===== src/hw/rtl/wnns_pkg.sv =====
// Package for the weighted nearest neighbour search block.
// Holds the opcode and configuration index codes, field widths, the unit weight and the front-to-back command type.
// No dependencies.
package wnns_pkg;
	localparam logic [1:0] OP_WEIGHT = 2'd0;
	localparam logic [1:0] OP_COORD  = 2'd1;
	localparam logic [1:0] OP_QUERY  = 2'd2;

	localparam logic [1:0] CFG_WINDOW = 2'd0;
	localparam logic [1:0] CFG_POINTS = 2'd1;
	localparam logic [1:0] CFG_DIMS   = 2'd2;

	localparam int unsigned PIDX_W = 10;
	localparam int unsigned DIDX_W = 4;
	localparam int unsigned VAL_W  = 16;
	localparam int unsigned ACC_W  = 64;

	localparam logic signed [VAL_W-1:0] WEIGHT_ONE = 16'sd256;

	typedef struct packed {
		logic [1:0]              op;
		logic [PIDX_W-1:0]       pidx;
		logic [DIDX_W-1:0]       didx;
		logic signed [VAL_W-1:0] value;
	} cmd_t;
endpackage


===== src/hw/rtl/wnns_front.sv =====
// Front part: accepts input transactions, drops unused opcodes and
// queues commands for the back part in a two-entry queue. Uses wnns_pkg.
module wnns_front (
	input  logic                clk,
	input  logic                arst_n,
	input  logic                push,
	output logic                full,
	input  logic [1:0]          opcode,
	input  logic [wnns_pkg::PIDX_W-1:0] point_index,
	input  logic [wnns_pkg::DIDX_W-1:0] dim_index,
	input  logic signed [wnns_pkg::VAL_W-1:0] value,
	output logic                cmd_valid,
	output wnns_pkg::cmd_t      cmd,
	input  logic                cmd_take
);
	wnns_pkg::cmd_t slot_q [2];
	logic           wr_q, rd_q;
	logic [1:0]     cnt_q;
	logic           acc, keep;

	assign full = (cnt_q == 2'd2);
	assign acc  = push && !full;
	assign keep = acc && (opcode == wnns_pkg::OP_WEIGHT || opcode == wnns_pkg::OP_COORD
		|| opcode == wnns_pkg::OP_QUERY);
	assign cmd_valid = (cnt_q != 2'd0);
	assign cmd = slot_q[rd_q];

	always_ff @(posedge clk) begin
		if (keep) begin
			slot_q[wr_q] <= '{op: opcode, pidx: point_index, didx: dim_index, value: value};
		end
	end

	always_ff @(posedge clk or negedge arst_n) begin
		if (!arst_n) begin
			wr_q <= 1'b0; rd_q <= 1'b0; cnt_q <= 2'd0;
		end else begin
			if (keep) wr_q <= !wr_q;
			if (cmd_take && cmd_valid) rd_q <= !rd_q;
			cnt_q <= cnt_q + {1'b0, keep} - {1'b0, cmd_take && cmd_valid};
		end
	end
endmodule


===== config.mk =====
export PLATFORM = sky130hd
export DESIGN_NAME = wnns_front
export DESIGN_NICKNAME = d
export VERILOG_FILES = /design/src/hw/rtl/wnns_pkg.sv /design/src/hw/rtl/wnns_front.sv
export SDC_FILE = /design/constraint.sdc
export NUM_CORES = 1
export LEC_CHECK = 0
export BUFFER_PORTS_ARGS = -buffer_cell sky130_fd_sc_hd__buf_2
export CAP_MARGIN = 10
export CORE_UTILIZATION = 51
export DETAILED_ROUTE_END_ITERATION = 10
export HOLD_SLACK_MARGIN = 0.03
export PLACE_DENSITY_LB_ADDON = 0.12
export SLEW_MARGIN = 30
export SYNTH_ARGS = -nofsm -noshare
export SYNTH_HDL_FRONTEND = slang
export SYNTH_SLANG_ARGS = --single-unit

===== constraint.sdc =====
create_clock -name clk -period 3.43 [get_ports clk]
set_input_delay 0.686 -clock clk [delete_from_list [all_inputs] [get_ports clk]]
set_output_delay 0.686 -clock clk [all_outputs]
set_load 0.02 [all_outputs]

==> flow_summary_export.csv <==
group,metric,value,unit
run_status,status,"completed",
sta,drv_slew,0,
drt,wl,4120,microns
critical_path,crit_type,"reg -> out",
global_routing,grt_max_degree,33,
pwr,ir_worst_vdd,0.570,mV
drt,via_count,1316,
clocking,cts_buffer_depth,2,
drt,viasPerCell,4.86,
place,dp_cells,255,
sta,setup_viol,0,
place,portBuffers,69,
floorplan,ios,70,
floorplan,die_y,72.5,microns
yosys,synth_area_per_cell,20.9,sq um
hold_path,hp-class,"in -> async",
drt,drt_pass1_iterations,4,
sta,grt_setup_unrepaired,"no",
critical_path,cp.arrival,1.49,ns
sta,fin_worst_skew,0.00707,ns
yosys,syn_area,2530,sq um
critical_path,r2r_slack,1.47,ns
global_routing,grt_pass1_vias,1380,
global_routing,antenna_found_initial,0,
clocking,cts_resized,0,
clocking,cts_setup_buffers,0,
yosys,synth_seq_area_share,0.798,
yosys,synth_largest_area_cell,"edfxtp_1",
layout,diodes,0,
critical_path,endpoint_kind,"output pin",
layout,num-fill-cells,360,
clocking,worstSkewPairLatency,0.33,ns
sta,timing.slew.headroom,0.390,
drt,drcViolationCount,0,
yosys,syn-num-nets,158,
sta,worst_pin_slew,0.912,ns
floorplan,die_area,5260,sq um
drt,drt_iter0_markers,93,
yosys,syn_inst,121,
place,gp_congestion,0.703,
layout,drive_gt1_frac,0.593,
clocking,htreeDepth,3,
flow_run,drv_cap,0,
layout,fin_nets,237,
floorplan,die_x,72.5,microns
sta,max_freq,461,MHz
global_routing,grt_util_all_layers,0.169,
pwr,pwr_density_cell,871,nW/um^2
critical_path,cp-start-kind,"register",
layout,final_common_cell,"buf_2",
yosys,synth_seq_cells,68,
clocking,root_buffer,"clkbuf_8",
clocking,path_clk_slew,0.07,ns
sta,timing.final.crit_share,0.633,
sta,min_period,2.17,ns
global_routing,grt_pass1_wl,6270,microns
clocking,cts_sinks,68,
critical_path,cp_max_fo,17,
layout,synthToLayoutAreaGrowth,26.7,%
place,dp_hpwl,2660,microns
clocking,ctsHoldBuffers,0,
sta,setup_tns,0,ns
drt,routedWlPerCell,15.2,microns
floorplan,rows,25,
global_routing,grt.overflow.total,0,
layout,final_cell_mix,"69 x buf_2, 64 x edfxtp_1, 32 x mux2_2",
yosys,synth_top_area_share,0.758,
floorplan,initial_utilization,0.533,
drt,antenna_left,0,
yosys,synthTopCellsByArea,"edfxtp_1 76%, mux2_2 14%, dfrtp_1 3.9%",
floorplan,coreArea,4750,sq um
yosys,yosysWarnings,0,
pwr,leakage,1.24,nW
clocking,cts_tree,"built",
yosys,synth_cell_types,16,
sta,hold_viol_final,0,
critical_path,cp.required,2.74,ns
layout,fin_cells,271,
clocking,cts_made_buffers,9,
==> cells by family after synthesis <==
logic type,Yosys count,share of synthesized area
flops,68,0.798
mux,32,0.142
simple gates,8,0.0183
buf+inv,7,0.0197
xor+xnor,5,0.0173
fa+ha+maj,1,0.00494
==> stage by stage <==
step	setup slack, ns	hold WS (ns)	instance area, sq um	total power, mW	utilization
floorplan	0.709	0.390	2530	1.80	-
global placement	1.13	0.498	2960	2.02	0.622
global route	1.19	0.143	3210	2.92	0.675
detailed placement	1.05	0.500	2960	2.05	0.622
finish	1.26	0.149	3210	2.80	0.675
CTS	1.23	0.137	3180	2.81	0.669
==> critical path, cell delays in order, from the launching register on <==
cell,delay (ns)
dfrtp_1,0.35
buf_4,0.26
mux2_2,0.38
buf_2,0.17
==> synthesized netlist by cell type <==
cell      number
xor2_1         3
inv_1          3
nand4b_1       1
buf_6          3
nand2_1        1
mux2_2        32
dfrtp_1        4
or2_1          1
ha_1           1
xnor2_1        2
buf_2          1
edfxtp_1      64
nor2_1         2
nand3_1        1
nand2b_1       1
and2_4         1
==> flip-flops by register name (all words and copies together) (netlist names) <==
register	count
rd_q	1
cnt_q	2
wr_q	1
slot_q	64
==> final timing paths <==
| path | depth (start not counted) | from | end |
|---|---|---|---|
| max in group asynchronous | 1 | arst_n | wr_q |
| worst max register to register | 3 | cnt_q[1] | slot_q[0][24] |
| min in group clk | 1 | value[13] | slot_q[1][13] |
| worst max-delay path | 3 | rd_q | cmd[20] |
| worst min register to register | 1 | wr_q | wr_q |
| worst min-delay path | 1 | arst_n | cnt_q[1] |
==> power breakdown <==
group / switching [mW] / internal (mW)
Sequential: 0.0475 / 1.09
Clock: 0.281 / 0.474
Combinational: 0.528 / 0.373
Total: 0.857 / 1.94
==> per-layer routing <==
layer  wire [microns]  part of all wire  global-route usage  vias up
li1                 -                 -                   -      621
met1             1700              0.41               0.199      638
met2             2110              0.51               0.273       49
met3              229             0.056              0.0472        8
met4               82             0.020               0.111        0
met5                0                 0                   0        -
==> layout make-up <==
| type | instances | area [sq um] | area share |
|---|---|---|---|
| clock buffer | 9 | 124 | 0.0386 |
| timing repair buffer | 72 | 388 | 0.121 |
| sequential | 68 | 2020 | 0.630 |
| clock inverter | 6 | 104 | 0.0323 |
| tap | 67 | 83.8 | 0.0261 |
| multi-input combinational | 46 | 478 | 0.149 |
| inverter | 3 | 11.3 | 0.00351 |
Note: power is estimated with default switching activity, not from simulation.
